==> config.mk <==
export PLATFORM = sky130hd
export DESIGN_NAME = directory_name_hash_core
export DESIGN_NICKNAME = d
export VERILOG_FILES = /design/src/rtl/core/dnh_pkg.sv /design/src/rtl/core/dnh_front.sv /design/src/rtl/core/dnh_queue.sv /design/src/rtl/core/dnh_back.sv /design/src/rtl/core/directory_name_hash_core.sv
export SDC_FILE = /design/constraint.sdc
export NUM_CORES = 1
export LEC_CHECK = 0
export BUFFER_PORTS_ARGS = -buffer_cell sky130_fd_sc_hd__buf_2
export CORE_MARGIN = 2
export CORE_UTILIZATION = 57
export DETAILED_ROUTE_END_ITERATION = 16
export GPL_ROUTABILITY_DRIVEN = 0
export PLACE_DENSITY = 0.77
export SYNTH_ARGS = -nofsm -noshare
export SYNTH_HDL_FRONTEND = slang
export SYNTH_HIERARCHICAL = 1
export SYNTH_SLANG_ARGS = --single-unit
==> constraint.sdc <==
create_clock -name i_clk -period 5.1 [get_ports i_clk]
set_input_delay 1.02 -clock i_clk [delete_from_list [all_inputs] [get_ports i_clk]]
set_output_delay 1.02 -clock i_clk [all_outputs]
set_load 0.05 [all_outputs]
==> src/rtl/core/dnh_pkg.sv <==
// Shared types and constants of the directory name hash block.
// Depends on nothing; every other file of the block imports it.
`timescale 1ns / 1ps

package dnh_pkg;

    // Field widths
    localparam int HASH_W     = 11;
    localparam int BYTE_W     = 8;
    localparam int IN_DATA_W  = 16;
    localparam int OUT_DATA_W = 16;
    localparam int CFG_IDX_W  = 8;
    localparam int CFG_DATA_W = 11;

    // Reset value and queue depth
    localparam logic [HASH_W-1:0] TABLE_SIZE_RST = 11'd72;
    localparam int                QUEUE_DEPTH    = 4;

    // Configuration register indexes
    localparam logic [CFG_IDX_W-1:0] CFG_TABLE_SIZE = 8'd0;
    localparam logic [CFG_IDX_W-1:0] CFG_INTL_MODE  = 8'd1;

    // Divider state
    typedef enum logic [1:0] {
        S_IDLE,
        S_CALC,
        S_HOLD
    } t_div_state;

    // Finished name hash handed from front to queue
    typedef struct packed {
        logic              valid;
        logic [HASH_W-1:0] hash;
    } t_push;

    // Queue status seen by front and back
    typedef struct packed {
        logic full;
        logic empty;
    } t_q_stat;

endpackage

==> src/rtl/core/dnh_front.sv <==
// Front part: accepts name bytes, folds case and keeps the running hash.
// Depends on dnh_pkg; pushes each finished name hash toward dnh_queue.
`timescale 1ns / 1ps

module dnh_front (
    input  logic                           i_clk,
    input  logic                           i_rst_n,
    input  logic                           i_tvalid,
    output logic                           o_tready,
    input  logic [dnh_pkg::BYTE_W-1:0]     i_name_byte,
    input  logic [dnh_pkg::BYTE_W-1:0]     i_name_length,
    input  logic                           i_first_byte,
    input  logic                           i_last_byte,
    input  logic                           i_intl_mode,
    input  dnh_pkg::t_q_stat               i_q_stat,
    output dnh_pkg::t_push                 o_push
);
    import dnh_pkg::*;

    logic [HASH_W-1:0] r_hash;
    logic [HASH_W-1:0] n_hash;
    logic [HASH_W-1:0] h_base;
    logic [HASH_W-1:0] h_mul;
    logic [BYTE_W-1:0] folded;
    logic              accept;

    // Stall every byte while the hash queue is full
    assign o_tready = ~i_q_stat.full;
    assign accept   = i_tvalid & o_tready;

    // Fold to upper case: ASCII always, Latin-1 lower case in intl mode
    always_comb begin
        folded = i_name_byte;
        if (i_name_byte >= 8'h61 && i_name_byte <= 8'h7A) begin
            folded = i_name_byte - 8'h20;
        end else if (i_intl_mode && i_name_byte >= 8'hE0 && i_name_byte <= 8'hFE
                     && i_name_byte != 8'hF7) begin
            folded = i_name_byte - 8'h20;
        end
    end

    // Mix: hash * 13 + folded, kept to 11 bits
    assign h_base = i_first_byte ? {{(HASH_W-BYTE_W){1'b0}}, i_name_length} : r_hash;
    assign h_mul  = (h_base << 3) + (h_base << 2) + h_base;
    assign n_hash = h_mul + {{(HASH_W-BYTE_W){1'b0}}, folded};

    // Advance the hash on every accepted byte
    always_ff @(posedge i_clk) begin
        if (!i_rst_n) begin
            r_hash <= '0;
        end else if (accept) begin
            r_hash <= n_hash;
        end
    end

    // Push on the last byte of a name
    assign o_push.valid = accept & i_last_byte;
    assign o_push.hash  = n_hash;

endmodule

==> src/rtl/core/dnh_queue.sv <==
// Short queue of finished name hashes between front and back.
// Depends on dnh_pkg for the push and status types.
`timescale 1ns / 1ps

module dnh_queue #(
    parameter int Depth = dnh_pkg::QUEUE_DEPTH
) (
    input  logic                        i_clk,
    input  logic                        i_rst_n,
    input  dnh_pkg::t_push              i_push,
    input  logic                        i_pop,
    output logic [dnh_pkg::HASH_W-1:0]  o_hash,
    output dnh_pkg::t_q_stat            o_q_stat
);
    import dnh_pkg::*;

    localparam int PtrW = (Depth > 1) ? $clog2(Depth) : 1;
    localparam int CntW = $clog2(Depth + 1);
    localparam logic [PtrW-1:0] PtrLast = PtrW'(Depth - 1);
    localparam logic [CntW-1:0] CntFull = CntW'(Depth);

    logic [HASH_W-1:0] r_mem [Depth];
    logic [PtrW-1:0]   r_wr_ptr;
    logic [PtrW-1:0]   r_rd_ptr;
    logic [CntW-1:0]   r_count;
    logic              do_push;
    logic              do_pop;

    assign o_q_stat.full  = (r_count == CntFull);
    assign o_q_stat.empty = (r_count == '0);
    assign do_push = i_push.valid & ~o_q_stat.full;
    assign do_pop  = i_pop & ~o_q_stat.empty;
    assign o_hash  = r_mem[r_rd_ptr];

    // Store pushed hash
    always_ff @(posedge i_clk) begin
        if (do_push) begin
            r_mem[r_wr_ptr] <= i_push.hash;
        end
    end

    // Advance pointers and count
    always_ff @(posedge i_clk) begin
        if (!i_rst_n) begin
            r_wr_ptr <= '0;
            r_rd_ptr <= '0;
            r_count  <= '0;
        end else begin
            if (do_push) begin
                r_wr_ptr <= (r_wr_ptr == PtrLast) ? '0 : r_wr_ptr + 1'b1;
            end
            if (do_pop) begin
                r_rd_ptr <= (r_rd_ptr == PtrLast) ? '0 : r_rd_ptr + 1'b1;
            end
            case ({do_push, do_pop})
                2'b10:   r_count <= r_count + 1'b1;
                2'b01:   r_count <= r_count - 1'b1;
                default: r_count <= r_count;
            endcase
        end
    end

endmodule

==> src/rtl/core/dnh_back.sv <==
// Back part: reduces each queued hash modulo the table size, one bit a cycle.
// Depends on dnh_pkg; holds the result in an output register for the stream.
`timescale 1ns / 1ps

module dnh_back (
    input  logic                        i_clk,
    input  logic                        i_rst_n,
    input  dnh_pkg::t_q_stat            i_q_stat,
    input  logic [dnh_pkg::HASH_W-1:0]  i_hash,
    output logic                        o_pop,
    input  logic [dnh_pkg::HASH_W-1:0]  i_table_size,
    output logic                        o_tvalid,
    input  logic                        i_tready,
    output logic [dnh_pkg::HASH_W-1:0]  o_bucket
);
    import dnh_pkg::*;

    localparam int StepW = $clog2(HASH_W);
    localparam logic [StepW-1:0] StepLast = StepW'(HASH_W - 1);

    t_div_state        r_state;
    t_div_state        n_state;
    logic [StepW-1:0]  r_step;
    logic [HASH_W-1:0] r_rem;
    logic [HASH_W-1:0] r_dvd;
    logic [HASH_W-1:0] r_bucket;
    logic              r_out_valid;
    logic [HASH_W:0]   shifted;
    logic [HASH_W:0]   diff;
    logic              fits;
    logic              load_out;
    logic              calc_done;

    // Restoring step: shift in one dividend bit, subtract if it fits
    assign shifted = {r_rem, r_dvd[HASH_W-1]};
    assign diff    = shifted - {1'b0, i_table_size};
    assign fits    = (shifted >= {1'b0, i_table_size});

    // Next state
    always_comb begin
        n_state = r_state;
        case (r_state)
            S_IDLE:  if (!i_q_stat.empty) n_state = S_CALC;
            S_CALC:  if (r_step == StepLast) n_state = S_HOLD;
            S_HOLD:  if (!r_out_valid || i_tready) n_state = S_IDLE;
            default: n_state = S_IDLE;
        endcase
    end

    // State outputs
    always_comb begin
        o_pop     = 1'b0;
        calc_done = 1'b0;
        load_out  = 1'b0;
        case (r_state)
            S_IDLE:  o_pop     = ~i_q_stat.empty;
            S_CALC:  calc_done = (r_step == StepLast);
            S_HOLD:  load_out  = ~r_out_valid | i_tready;
            default: ;
        endcase
    end

    always_ff @(posedge i_clk) begin
        if (!i_rst_n) begin
            r_state <= S_IDLE;
        end else begin
            r_state <= n_state;
        end
    end

    // Load the dividend on pop, then iterate
    always_ff @(posedge i_clk) begin
        if (o_pop) begin
            r_dvd  <= i_hash;
            r_rem  <= '0;
            r_step <= '0;
        end else if (r_state == S_CALC && !calc_done) begin
            r_dvd  <= r_dvd << 1;
            r_rem  <= fits ? diff[HASH_W-1:0] : shifted[HASH_W-1:0];
            r_step <= r_step + 1'b1;
        end else if (calc_done) begin
            r_rem  <= fits ? diff[HASH_W-1:0] : shifted[HASH_W-1:0];
        end
    end

    // Output register; a zero table size gives bucket zero
    always_ff @(posedge i_clk) begin
        if (load_out) begin
            r_bucket <= (i_table_size == '0) ? '0 : r_rem;
        end
    end

    always_ff @(posedge i_clk) begin
        if (!i_rst_n) begin
            r_out_valid <= 1'b0;
        end else if (load_out) begin
            r_out_valid <= 1'b1;
        end else if (i_tready) begin
            r_out_valid <= 1'b0;
        end
    end

    assign o_tvalid = r_out_valid;
    assign o_bucket = r_bucket;

endmodule

==> src/rtl/core/directory_name_hash_core.sv <==
// Directory name hash: one name byte per cycle in, one bucket per name out.
// Throughput: one byte per cycle while the hash queue has room; the back
// divider takes one name at a time (11 restoring steps, load and hand-off).
// A finished hash passes through the queue, the divider and the output register.
// Reset: synchronous, active low; clears hash, queue, divider and output valid,
// and sets table_size to 72 and intl_mode to 0.
`timescale 1ns / 1ps

module directory_name_hash_core #(
    parameter int QueueDepth = dnh_pkg::QUEUE_DEPTH
) (
    input  logic                            i_clk,
    input  logic                            i_rst_n,
    // Input name stream
    input  logic                            s_axis_tvalid,
    output logic                            s_axis_tready,
    input  logic [dnh_pkg::IN_DATA_W-1:0]   s_axis_tdata,  // [7:0] name_byte, [15:8] name_length
    input  logic                            s_axis_tlast,  // last_byte
    input  logic                            s_axis_tuser,  // first_byte
    // Output bucket stream
    output logic                            m_axis_tvalid,
    input  logic                            m_axis_tready,
    output logic [dnh_pkg::OUT_DATA_W-1:0]  m_axis_tdata,  // [10:0] bucket_index, [15:11] zero
    // Configuration write channel
    input  logic                            i_cfg_valid,
    output logic                            o_cfg_ready,
    input  logic [dnh_pkg::CFG_IDX_W-1:0]   i_cfg_index,
    input  logic [dnh_pkg::CFG_DATA_W-1:0]  i_cfg_data
);
    import dnh_pkg::*;

    logic [HASH_W-1:0] r_table_size;
    logic              r_intl_mode;
    t_push             push;
    t_q_stat           q_stat;
    logic              pop;
    logic [HASH_W-1:0] q_hash;
    logic [HASH_W-1:0] bucket;

    // Configuration registers
    assign o_cfg_ready = 1'b1;

    always_ff @(posedge i_clk) begin
        if (!i_rst_n) begin
            r_table_size <= TABLE_SIZE_RST;
            r_intl_mode  <= 1'b0;
        end else if (i_cfg_valid && o_cfg_ready) begin
            case (i_cfg_index)
                CFG_TABLE_SIZE: r_table_size <= i_cfg_data[HASH_W-1:0];
                CFG_INTL_MODE:  r_intl_mode  <= i_cfg_data[0];
                default:        ;
            endcase
        end
    end

    dnh_front u_front (
        .i_clk         (i_clk),
        .i_rst_n       (i_rst_n),
        .i_tvalid      (s_axis_tvalid),
        .o_tready      (s_axis_tready),
        .i_name_byte   (s_axis_tdata[7:0]),
        .i_name_length (s_axis_tdata[15:8]),
        .i_first_byte  (s_axis_tuser),
        .i_last_byte   (s_axis_tlast),
        .i_intl_mode   (r_intl_mode),
        .i_q_stat      (q_stat),
        .o_push        (push)
    );

    dnh_queue #(
        .Depth (QueueDepth)
    ) u_queue (
        .i_clk    (i_clk),
        .i_rst_n  (i_rst_n),
        .i_push   (push),
        .i_pop    (pop),
        .o_hash   (q_hash),
        .o_q_stat (q_stat)
    );

    dnh_back u_back (
        .i_clk        (i_clk),
        .i_rst_n      (i_rst_n),
        .i_q_stat     (q_stat),
        .i_hash       (q_hash),
        .o_pop        (pop),
        .i_table_size (r_table_size),
        .o_tvalid     (m_axis_tvalid),
        .i_tready     (m_axis_tready),
        .o_bucket     (bucket)
    );

    assign m_axis_tdata = {{(OUT_DATA_W-HASH_W){1'b0}}, bucket};

endmodule

==> results of run 1 <==
## metal layers
| layer | share of wire | GRT usage | up-vias |
|---|---|---|---|
| li1 | - | - | 2189 |
| met1 | 0.45 | 0.304 | 2201 |
| met2 | 0.47 | 0.346 | 164 |
| met3 | 0.061 | 0.0516 | 21 |
| met4 | 0.017 | 0.0792 | 0 |
| met5 | 0 | 0 | - |
## sequential cells by signal, indices dropped and copies added, names as in the netlist, named ones only
register	flops
u_queue/r_rd_ptr	2
u_back/r_step	4
u_back/r_state	2
u_queue/r_mem	44
u_queue/r_count	3
u_front/r_hash	11
u_back/o_tvalid	1
u_back/o_bucket	11
u_queue/r_wr_ptr	2
r_table_size	11
u_back/r_dvd	11
r_intl_mode	1
u_back/r_rem	11
## report_power, final
group / switching [mW] / internal (mW)
clock: 0.400 / 0.785
combinational: 1.00 / 0.681
sequential: 0.118 / 1.35
## worst paths after layout
path / start / end / slack (ps) / cells past startpoint
setup / recovery: s_axis_tuser / u_queue/r_mem[3][10] / 970 / 11
hold / removal: u_front/r_hash[6] / u_front/r_hash[6] / 460 / 2
hold reg to reg: u_front/r_hash[6] / u_front/r_hash[6] / 460 / 2
setup reg to reg: u_front/r_hash[4] / u_queue/r_mem[3][10] / 1620 / 10
## layout make-up
class	instances	area (µm²)	area share
Multi-Input combinational cell	406	3160	0.430
Sequential cell	116	2980	0.405
Clock buffer	21	460	0.0625
Timing Repair Buffer	55	278	0.0377
Tap cell	140	175	0.0238
Inverter	46	173	0.0234
Clock inverter	11	133	0.0180
## metrics by stage
stage               area, µm²  power (mW)  hold slack, ps
global placement         6770        3.00             440
global route             7370        4.58             480
CTS                      7370        4.32             457
detailed placement       6770        3.11             451
finish                   7370        4.34             459
floorplan                6490        2.77             433
## cells by family after synthesis
logic type | Yosys count | share of synthesized area
AND/OR/NAND/NOR | 199 | 0.157
flip-flops | 116 | 0.460
AO/OA/AOI/OAI | 93 | 0.0966
buffers and inverters | 71 | 0.0533
adder cells (fa/ha/maj) | 51 | 0.117
multiplexers | 36 | 0.0815
XOR/XNOR | 21 | 0.0328
other | 2 | 0.00116
## placed cells by master (no fill, tap or decap), types with 10 or more instances in the layout
| master | n |
|---|---|
| sky130_fd_sc_hd__edfxtp_1 | 66 |
| sky130_fd_sc_hd__a31oi_1 | 10 |
| sky130_fd_sc_hd__fa_1 | 16 |
| sky130_fd_sc_hd__buf_2 | 54 |
| sky130_fd_sc_hd__dfxtp_1 | 50 |
| sky130_fd_sc_hd__nand2_1 | 87 |
| sky130_fd_sc_hd__mux2i_1 | 19 |
| sky130_fd_sc_hd__o21ai_0 | 22 |
| sky130_fd_sc_hd__nand3_1 | 18 |
| sky130_fd_sc_hd__and2_1 | 22 |
| sky130_fd_sc_hd__inv_1 | 45 |
| sky130_fd_sc_hd__nor2_1 | 18 |
| sky130_fd_sc_hd__clkbuf_16 | 17 |
| sky130_fd_sc_hd__a21oi_1 | 16 |
| sky130_fd_sc_hd__ha_1 | 35 |
| sky130_fd_sc_hd__xnor2_1 | 13 |
## critical path, cell delays in order
cell,delay (ps)
sky130_fd_sc_hd__buf_2,240
sky130_fd_sc_hd__mux2_2,440
sky130_fd_sc_hd__fa_1,550
sky130_fd_sc_hd__inv_1,60
sky130_fd_sc_hd__fa_1,530
sky130_fd_sc_hd__inv_1,40
sky130_fd_sc_hd__ha_1,380
sky130_fd_sc_hd__a21o_1,210
sky130_fd_sc_hd__or3_1,320
sky130_fd_sc_hd__o21a_1,210
sky130_fd_sc_hd__xnor2_1,300
==> impl_summary.txt, run 1 <==
----------------------------------------------------
[Clock tree]
  Clock transition at the register clock pins on the worst setup and hold paths after CTS ... approximately 50 ps
  Cell at the root of the clock tree ... sky130_fd_sc_hd__clkbuf_16
  CTS tree ... done
  Source-to-sink clock delay at the later pin of the worst-skew pair ... 410 ps
  Number of buffers inserted by post-CTS setup repair ... 0
  Resized cells post-CTS ... 0
  Cts hold-fix bufs ... 0
  Clk sink count ... 116
  Max Root-Sink Buffers ... 2
  Number of buffers created by CTS ... 17
  Number of H-tree levels ... 4

[Pwr]
  Peak ir drop on the vdd network ... 0.000269 V
  Leakage dissipation ... ~3.0 nW
  P per Cell Area ... 589 nW/µm²

[Finish]
  Number of standard cells in the final layout excluding fillers ... 795
  Antenna Diode Count ... 0
  Proportion of layout cells with a drive suffix above 1 ... 0.173
  Filler cell count in the final layout ... approximately 800
  Number of nets at the end of the flow ... 735
  Area growth syn-to-layout ... 13.7%
  Final core utilization ... 0.671

[Synthesis]
  Count of distinct cell types in the synthesized netlist ... between 70 and 80
  Synthesis-stage register bit count ... 116
  Mean cell area of the mapped netlist ... 11.0 µm²
  Register area share after synthesis ... 0.460
  Commonest cells post-synth ... sky130_fd_sc_hd__nand2_1 (87), sky130_fd_sc_hd__edfxtp_1 (66), sky130_fd_sc_hd__dfxtp_1 (50), sky130_fd_sc_hd__inv_1 (45), sky130_fd_sc_hd__ha_1 (35)
  Most area-consuming cells after synthesis ... sky130_fd_sc_hd__edfxtp_1 (31%), sky130_fd_sc_hd__dfxtp_1 (15%), sky130_fd_sc_hd__ha_1 (6.8%), sky130_fd_sc_hd__nand2_1 (5.0%), sky130_fd_sc_hd__fa_1 (4.9%)
  Instance count of the mapped netlist ... roughly 590
  Number of flops mapped to enable cells by yosys ... 66
  Asr flop ratio synth ... 0
  Cell area after technology mapping ... 6480 µm²
  Top_reg_cell synth ... sky130_fd_sc_hd__edfxtp_1
  Post-synth top area share ... 0.306
  Synth warnings ... 6
  Largest area contributor in the synthesized netlist ... sky130_fd_sc_hd__edfxtp_1
  Cell with the most instances after synthesis ... sky130_fd_sc_hd__nand2_1

[Timing]
  Pin slew with the least headroom to its limit ... 1180 ps
  Setup-violating endpoint count in the final report ... 0
  Max-Slew Margin vs Limit ... 0.210
  Shortest clock period the worst path allows after layout ... 4130 ps
  Post-Route Skew ... roughly 5.7 ps
  Count of final max-slew check failures ... 0
  Setup repair after global routing missed its margin ... false
  Final Worst Setup Slack ... 970 ps
  Final period utilization ... 0.810
  Final-layout setup total negative slack ... 0 ps
  Final Hold Fails ... 0
  Maximum frequency from static timing analysis ... 242 MHz

[Status]
  Result of the run ... finished clean

[Routing]
  Drt drc ... 0
  Iteration-0 DRC Markers ... 348
  Mean routed wirelength per cell ... roughly 17 µm
  Total vias in the final route ... 4575
  Remaining antenna violation count ... 0
  Avg Vias per Cell ... 5.75
  Final wirelength ... about 13 mm
  First drt pass iteration count ... 5

[Critical path]
  Critical Path End Type ... flop
  Kind of start point of the critical path ... input pin
  Required time reported for the critical path endpoint ... 5290 ps
  Kind of critical path ... input pin to flop
  Crit path max fanout ... 12
  Worst endpoint data arrival time ... 4320 ps

[Floorplan]
  Boundary Pins ... 61
  Row Count ... 38
  Overall die height ... 111 µm
  DIE WIDTH ... approximately 110 µm
  Die Footprint ... 12200 µm²
  Core area ... roughly 11000 µm²
  Initial Utilization ... 0.590

[Placed design]
  Number of buffers inserted by port buffering ... 54
  Cells after DPL ... 763
  Worst-case setup slack after placement ... 612 ps
  HPWL reported at the end of detailed placement ... roughly 9 mm

[GRT]
  Number of antenna violations at the first check in global routing ... 0
  Maximum number of pins on one net before global-route repair ... 52
  GRT Overall Usage ... 0.221
  Global-route wire length before repair ... 21.6 mm
  Remaining global-route overflow ... 0
  Number of global-route vias before repair ... 4460

[Flow run]
  Max-cap violations ... 0

[Min path]
  Type of the worst min-delay path ... flop to flop

----------------------------------------------------
Note: power is estimated with default switching activity, not from simulation.
==> run 2, diff against run 1 <==
- clock period: 5.1 -> 4.1 ns (I/O delays scaled with it)
==> impl_summary.txt, run 2 (synthesis results as in run 1) <==
----------------------------------------------------
[Min path]
  Type of the worst min-delay path ... flop to flop
  Worst Hold Path Cells ... 2
  Sink of the worst hold path ... u_front/r_hash[5]
  Source of the worst hold timing path ... u_front/r_hash[5]

[Critical path]
  R2r startpoint ... u_front/r_hash[1]
  Critical Path End Type ... flop
  Kind of critical path ... input pin to flop
  Worst endpoint data arrival time ... around 4000 ps
  Crit path max fanout ... 9
  Capturing point of the worst reg2reg path ... u_queue/r_mem[3][9]
  Required time reported for the critical path endpoint ... around 4300 ps
  Kind of start point of the critical path ... input pin
  Setup slack of the most critical reg-to-reg path ... between 600 and 700 ps
  Worst Reg-to-Reg Cells ... 11

[Routing]
  Mean routed wirelength per cell ... ~17 µm
  Remaining antenna violation count ... 0
  Iteration-0 DRC Markers ... 333
  Final wirelength ... 13.3 mm
  Total vias in the final route ... approximately 4600
  First drt pass iteration count ... 5
  Avg Vias per Cell ... 5.70
  Drt drc ... 0

[Clock tree]
  CTS tree ... done
  Number of buffers created by CTS ... 17
  Clock transition at the register clock pins on the worst setup and hold paths after CTS ... ~60 ps
  Cell at the root of the clock tree ... sky130_fd_sc_hd__clkbuf_16
  Resized cells post-CTS ... 0
  Source-to-sink clock delay at the later pin of the worst-skew pair ... approximately 400 ps
  Clk sink count ... 116
  Max Root-Sink Buffers ... 2
  Number of H-tree levels ... 4
  Number of buffers inserted by post-CTS setup repair ... 0
  Cts hold-fix bufs ... 0

[Timing]
  Setup repair after global routing missed its margin ... false
  Final Hold Fails ... 0
  Pin slew with the least headroom to its limit ... 890 ps
  Final-layout setup total negative slack ... 0 ps
  Maximum frequency from static timing analysis ... 259 MHz
  Setup-violating endpoint count in the final report ... 0
  Shortest clock period the worst path allows after layout ... 3870 ps
  Post-Route Skew ... about 10 ps
  Count of final max-slew check failures ... 0
  Worst hold slack across all endpoints ... 453 ps
  Max-Slew Margin vs Limit ... 0.403
  Final period utilization ... 0.943

[Finish]
  Number of nets at the end of the flow ... 746
  Final core utilization ... 0.679
  Antenna Diode Count ... 0
  Flip-flop and latch area ... 2980 µm²
  Most common cell after layout, fill and taps aside ... sky130_fd_sc_hd__nand2_1
  Flip-flop count of the largest register after layout ... 44
  Filler cell count in the final layout ... 780
  Commonest cells after routing, fill and taps aside ... sky130_fd_sc_hd__nand2_1 (87), sky130_fd_sc_hd__edfxtp_1 (66), sky130_fd_sc_hd__buf_2 (54), sky130_fd_sc_hd__dfxtp_1 (50), sky130_fd_sc_hd__inv_1 (45)
  Proportion of layout cells with a drive suffix above 1 ... 0.188
  Largest reg by FF count ... u_queue/r_mem
  Multi-input gate area ... 3160 µm²
  Number of standard cells in the final layout excluding fillers ... between 800 and 900
  Area growth syn-to-layout ... 15.2%

[GRT]
  Maximum number of pins on one net before global-route repair ... 52
  Remaining global-route overflow ... 0
  GRT Overall Usage ... 0.225
  Number of global-route vias before repair ... 4576
  Number of antenna violations at the first check in global routing ... 0
  Global-route wire length before repair ... 22.0 mm

[Pwr]
  Leakage dissipation ... about 3.1 nW
  Peak ir drop on the vdd network ... 0.000381 V
  P per Cell Area ... 738 nW/µm²

[Floorplan]
  Core area ... 11000 µm²
  Row Count ... 38
  DIE WIDTH ... roughly 110 µm
  Boundary Pins ... between 60 and 70
  Overall die height ... 111 µm
  Initial Utilization ... 0.590
  Die Footprint ... between 10000 and 15000 µm²

[Placed design]
  HPWL reported at the end of detailed placement ... 9.14 mm
  Cells after DPL ... a little under 800
  Number of buffers inserted by port buffering ... 54

[Flow run]
  Max-cap violations ... 0

[Status]
  Result of the run ... finished clean

----------------------------------------------------
run 2: cell count changes in the layout (fill, tap and decap cells not counted), sizes merged:
cell	change
buf	+11
bufinv	+1
clkbuf	-1
run 2: where the power goes:
| part | internal (mW) | total [mW] | switching (mW) |
|---|---|---|---|
| logic | 0.895 | 2.17 | 1.27 |
| clock network | 1.02 | 1.52 | 0.497 |
| registers | 1.68 | 1.82 | 0.142 |
run 2: layout make-up:
class                   instances  share of cell area
clock buffers                  20              0.0599
clock inverters                12              0.0215
inverters                      46              0.0231
multi-input cells             406               0.424
flip-flops and latches        116               0.400
well taps                     140              0.0235
repair buffers                 66              0.0483
run 2: worst max-delay path: stages:
cell and delay (ps):
sky130_fd_sc_hd__buf_2 210, sky130_fd_sc_hd__mux2_2 390, sky130_fd_sc_hd__fa_1 500, sky130_fd_sc_hd__inv_1 50
sky130_fd_sc_hd__fa_1 520, sky130_fd_sc_hd__inv_1 50, sky130_fd_sc_hd__ha_1 300, sky130_fd_sc_hd__a21oi_2 190
sky130_fd_sc_hd__o21ai_1 120, sky130_fd_sc_hd__or4b_1 520, sky130_fd_sc_hd__nand2_1 130, sky130_fd_sc_hd__xnor2_1 220
run 2: worst max-delay path by stage:
stage / startpoint / to / slack (ps)
after floorplan: s_axis_tuser / u_queue/r_mem[0][9] / 90
after global placement: s_axis_tuser / u_queue/r_mem[0][9] / 40
after detailed placement: s_axis_tuser / u_queue/r_mem[1][10] / -40
after CTS: s_axis_tuser / u_queue/r_mem[3][9] / 280
after global routing: s_axis_tuser / u_queue/r_mem[3][9] / 110
final: s_axis_tuser / u_queue/r_mem[3][9] / 230
run 2: routing by layer:
layer / GRT usage / routed length [µm] / vias to the layer above / share of wire
met5: 0 / 0 / - / 0
met4: 0.0892 / 234 / 0 / 0.018
met3: 0.0516 / 782 / 22 / 0.059
met2: 0.359 / 6290 / 175 / 0.47
met1: 0.301 / 6040 / 2190 / 0.45
li1: - / - / 2211 / -
run 2: metrics by stage:
step | power, mW | worst slack (ps) | cell area [µm²]
2_1_floorplan | 3.44 | 89.1 | 6490
3_3_place_gp | 3.80 | 39.9 | 6860
3_5_place_dp | 3.91 | -43.3 | 6860
4_1_cts | 5.49 | 276 | 7460
5_1_grt | 5.84 | 110 | 7460
6_report | 5.50 | 233 | 7460
==> run 3, diff against run 2 <==
- PLACE_DENSITY: 0.77 -> 0.87
==> impl_summary.txt, run 3 (synthesis results as in run 1) <==
----------------------------------------------------
[Status]
  Result of the run ... finished clean

[Finish]
  Number of nets at the end of the flow ... 744
  Flip-flop count of the largest register after layout ... 44
  Final core utilization ... 0.680
  Final cell area excluding filler cells ... approximately 7500 µm²
  Number of standard cells in the final layout excluding fillers ... 804
  Proportion of layout cells with a drive suffix above 1 ... 0.188
  Largest reg by FF count ... u_queue/r_mem
  Antenna Diode Count ... 0
  Most common cell after layout, fill and taps aside ... sky130_fd_sc_hd__nand2_1
  Commonest cells after routing, fill and taps aside ... sky130_fd_sc_hd__nand2_1 (87), sky130_fd_sc_hd__edfxtp_1 (66), sky130_fd_sc_hd__buf_2 (54), sky130_fd_sc_hd__dfxtp_1 (50), sky130_fd_sc_hd__inv_1 (45)
  Area growth syn-to-layout ... 15.3%

[Routing]
  Iteration-0 DRC Markers ... 240
  Remaining antenna violation count ... 0
  First drt pass iteration count ... 4
  Total vias in the final route ... 4630
  Wire length on met3 ... just over 800 µm
  Mean routed wirelength per cell ... 16.4 µm
  Highest metal used ... met4
  Drt drc ... 0
  Avg Vias per Cell ... about 5.8
  Final wirelength ... between 10 and 15 mm
  Post-route met1 wirelength ... around 5.3 mm
  Met2 wire len ... 6.70 mm

[Placed design]
  Number of buffers inserted by port buffering ... between 50 and 60
  Worst-case setup slack after placement ... -75.4 ps
  HPWL reported at the end of detailed placement ... 9.32 mm
  Instance area after placement ... 6840 µm²
  Cells after DPL ... 772

[Pwr]
  Peak ir drop on the vdd network ... 0.000392 V
  Leakage dissipation ... 3.06 nW
  P per Cell Area ... 732 nW/µm²

[Critical path]
  Highest-delay cell along the critical path ... sky130_fd_sc_hd__fa_1
  Kind of critical path ... input pin to flop
  Required time reported for the critical path endpoint ... ~4300 ps
  Critical Path End Type ... flop
  Worst endpoint data arrival time ... between 4000 and 5000 ps
  Kind of start point of the critical path ... input pin
  Worst Reg-to-Reg Cells ... 11
  Setup slack of the most critical reg-to-reg path ... 660 ps
  R2r startpoint ... u_front/r_hash[1]
  Cell Chain, Critical Path ... buf_2 > mux2_2 > fa_1 > inv_1 > fa_1 > inv_1 > ha_1 > a21oi_2 > o21ai_1 > or4b_1 > nand2_1 > xnor2_1
  CP bufs+invs ... 3
  Crit path max fanout ... 9
  Capturing point of the worst reg2reg path ... u_queue/r_mem[3][9]
  Top delay family on crit path ... adder cells
  Worst stage delay on the critical path ... 530 ps

[GRT]
  Number of global-route vias before repair ... 4681
  Remaining global-route overflow ... 0
  Number of antenna violations at the first check in global routing ... 0
  Maximum number of pins on one net before global-route repair ... 52
  GRT Overall Usage ... 0.224
  Global-route wire length before repair ... 22.0 mm

[Clock tree]
  Clock transition at the register clock pins on the worst setup and hold paths after CTS ... approximately 50 ps
  Number of buffers created by CTS ... 17
  Number of H-tree levels ... 4
  Cell at the root of the clock tree ... sky130_fd_sc_hd__clkbuf_16
  Resized cells post-CTS ... 0
  Max Root-Sink Buffers ... 2
  Cts hold-fix bufs ... 0
  Clk sink count ... 116
  Number of buffers inserted by post-CTS setup repair ... 0
  CTS tree ... done
  Source-to-sink clock delay at the later pin of the worst-skew pair ... 410 ps

[Floorplan]
  DIE WIDTH ... around 110 µm
  Boundary Pins ... 61
  Row Count ... 38
  Initial Utilization ... 0.590
  Overall die height ... 111 µm
  Die Footprint ... 12200 µm²
  Core area ... ~11000 µm²

[Min path]
  Worst Hold Path Cells ... 2
  Sink of the worst hold path ... u_front/r_hash[5]
  Source of the worst hold timing path ... u_front/r_hash[5]
  Type of the worst min-delay path ... flop to flop

[Timing]
  Final Hold Fails ... 0
  Final period utilization ... 0.943
  Post-Route Skew ... 7.30 ps
  Final Worst Setup Slack ... 232 ps
  Pin slew with the least headroom to its limit ... 895 ps
  Final-layout setup total negative slack ... 0 ps
  Shortest clock period the worst path allows after layout ... 3870 ps
  Setup repair after global routing missed its margin ... false
  Maximum frequency from static timing analysis ... between 200 and 300 MHz
  Max-Slew Margin vs Limit ... 0.400
  Setup-violating endpoint count in the final report ... 0
  Count of final max-slew check failures ... 0

[Flow run]
  Max-cap violations ... 0

----------------------------------------------------
[run 3: cell types whose count changed in the layout (fill, tap and decap cells not counted)]
cell	before	now
sky130_fd_sc_hd__clkbuf_16	17	21
sky130_fd_sc_hd__clkinv_2	5	1
sky130_fd_sc_hd__bufinv_16	4	1
sky130_fd_sc_hd__inv_4	0	3
sky130_fd_sc_hd__buf_4	12	10
sky130_fd_sc_hd__clkinv_1	2	0
sky130_fd_sc_hd__clkinv_4	0	1
sky130_fd_sc_hd__inv_6	0	1
[run 3: final cells by class]
cell class | instances | area, µm²
fillers | 731 | 3520
multi-input cells | 406 | 3160
flip-flops and latches | 116 | 2980
clock buffers | 24 | 547
repair buffers | 64 | 345
well taps | 140 | 175
inverters | 46 | 173
clock inverters | 8 | 78.8
[run 3: power breakdown]
group	internal (mW)	leakage, nW	switching [mW]
Combinational	0.894	1.73	1.24
Clock	0.997	0.309	0.517
Sequential	1.68	1.01	0.143
[run 3: worst max path at each step]
stage	cells after the start	start	to	slack [ps]
floorplan	12	s_axis_tuser	u_queue/r_mem[0][9]	90
global placement	12	s_axis_tuser	u_queue/r_mem[0][9]	30
detailed placement	12	s_axis_tuser	u_queue/r_mem[1][9]	-80
CTS	12	s_axis_tuser	u_queue/r_mem[3][9]	270
global route	12	s_axis_tuser	u_queue/r_mem[2][9]	60
finish	12	s_axis_tuser	u_queue/r_mem[3][9]	230
[run 3: through the flow]
step	total power, mW	hold slack (ps)
4_1_cts	5.47	458
3_5_place_dp	3.90	451
5_1_grt	5.81	488
2_1_floorplan	3.44	433
3_3_place_gp	3.76	438
6_report	5.47	453
[run 3: worst register-to-register path, delay by kind of cell, from the launching register on]
family | cells | cell delay, ps
AOI/OAI and AO/OA | 2 | 320
xor gates and xnor gates | 1 | 190
adders and majority gates | 3 | 1350
buffers and inverters | 2 | 110
DFF | 1 | 310
muxes | 1 | 310
and+or+nand+nor | 2 | 650
[run 3: layer usage]
metal / GRT usage / vias up
li1: - / 2208
met1: 0.264 / 2199
met2: 0.397 / 185
met3: 0.0527 / 38
met4: 0.0875 / 0
met5: 0 / -
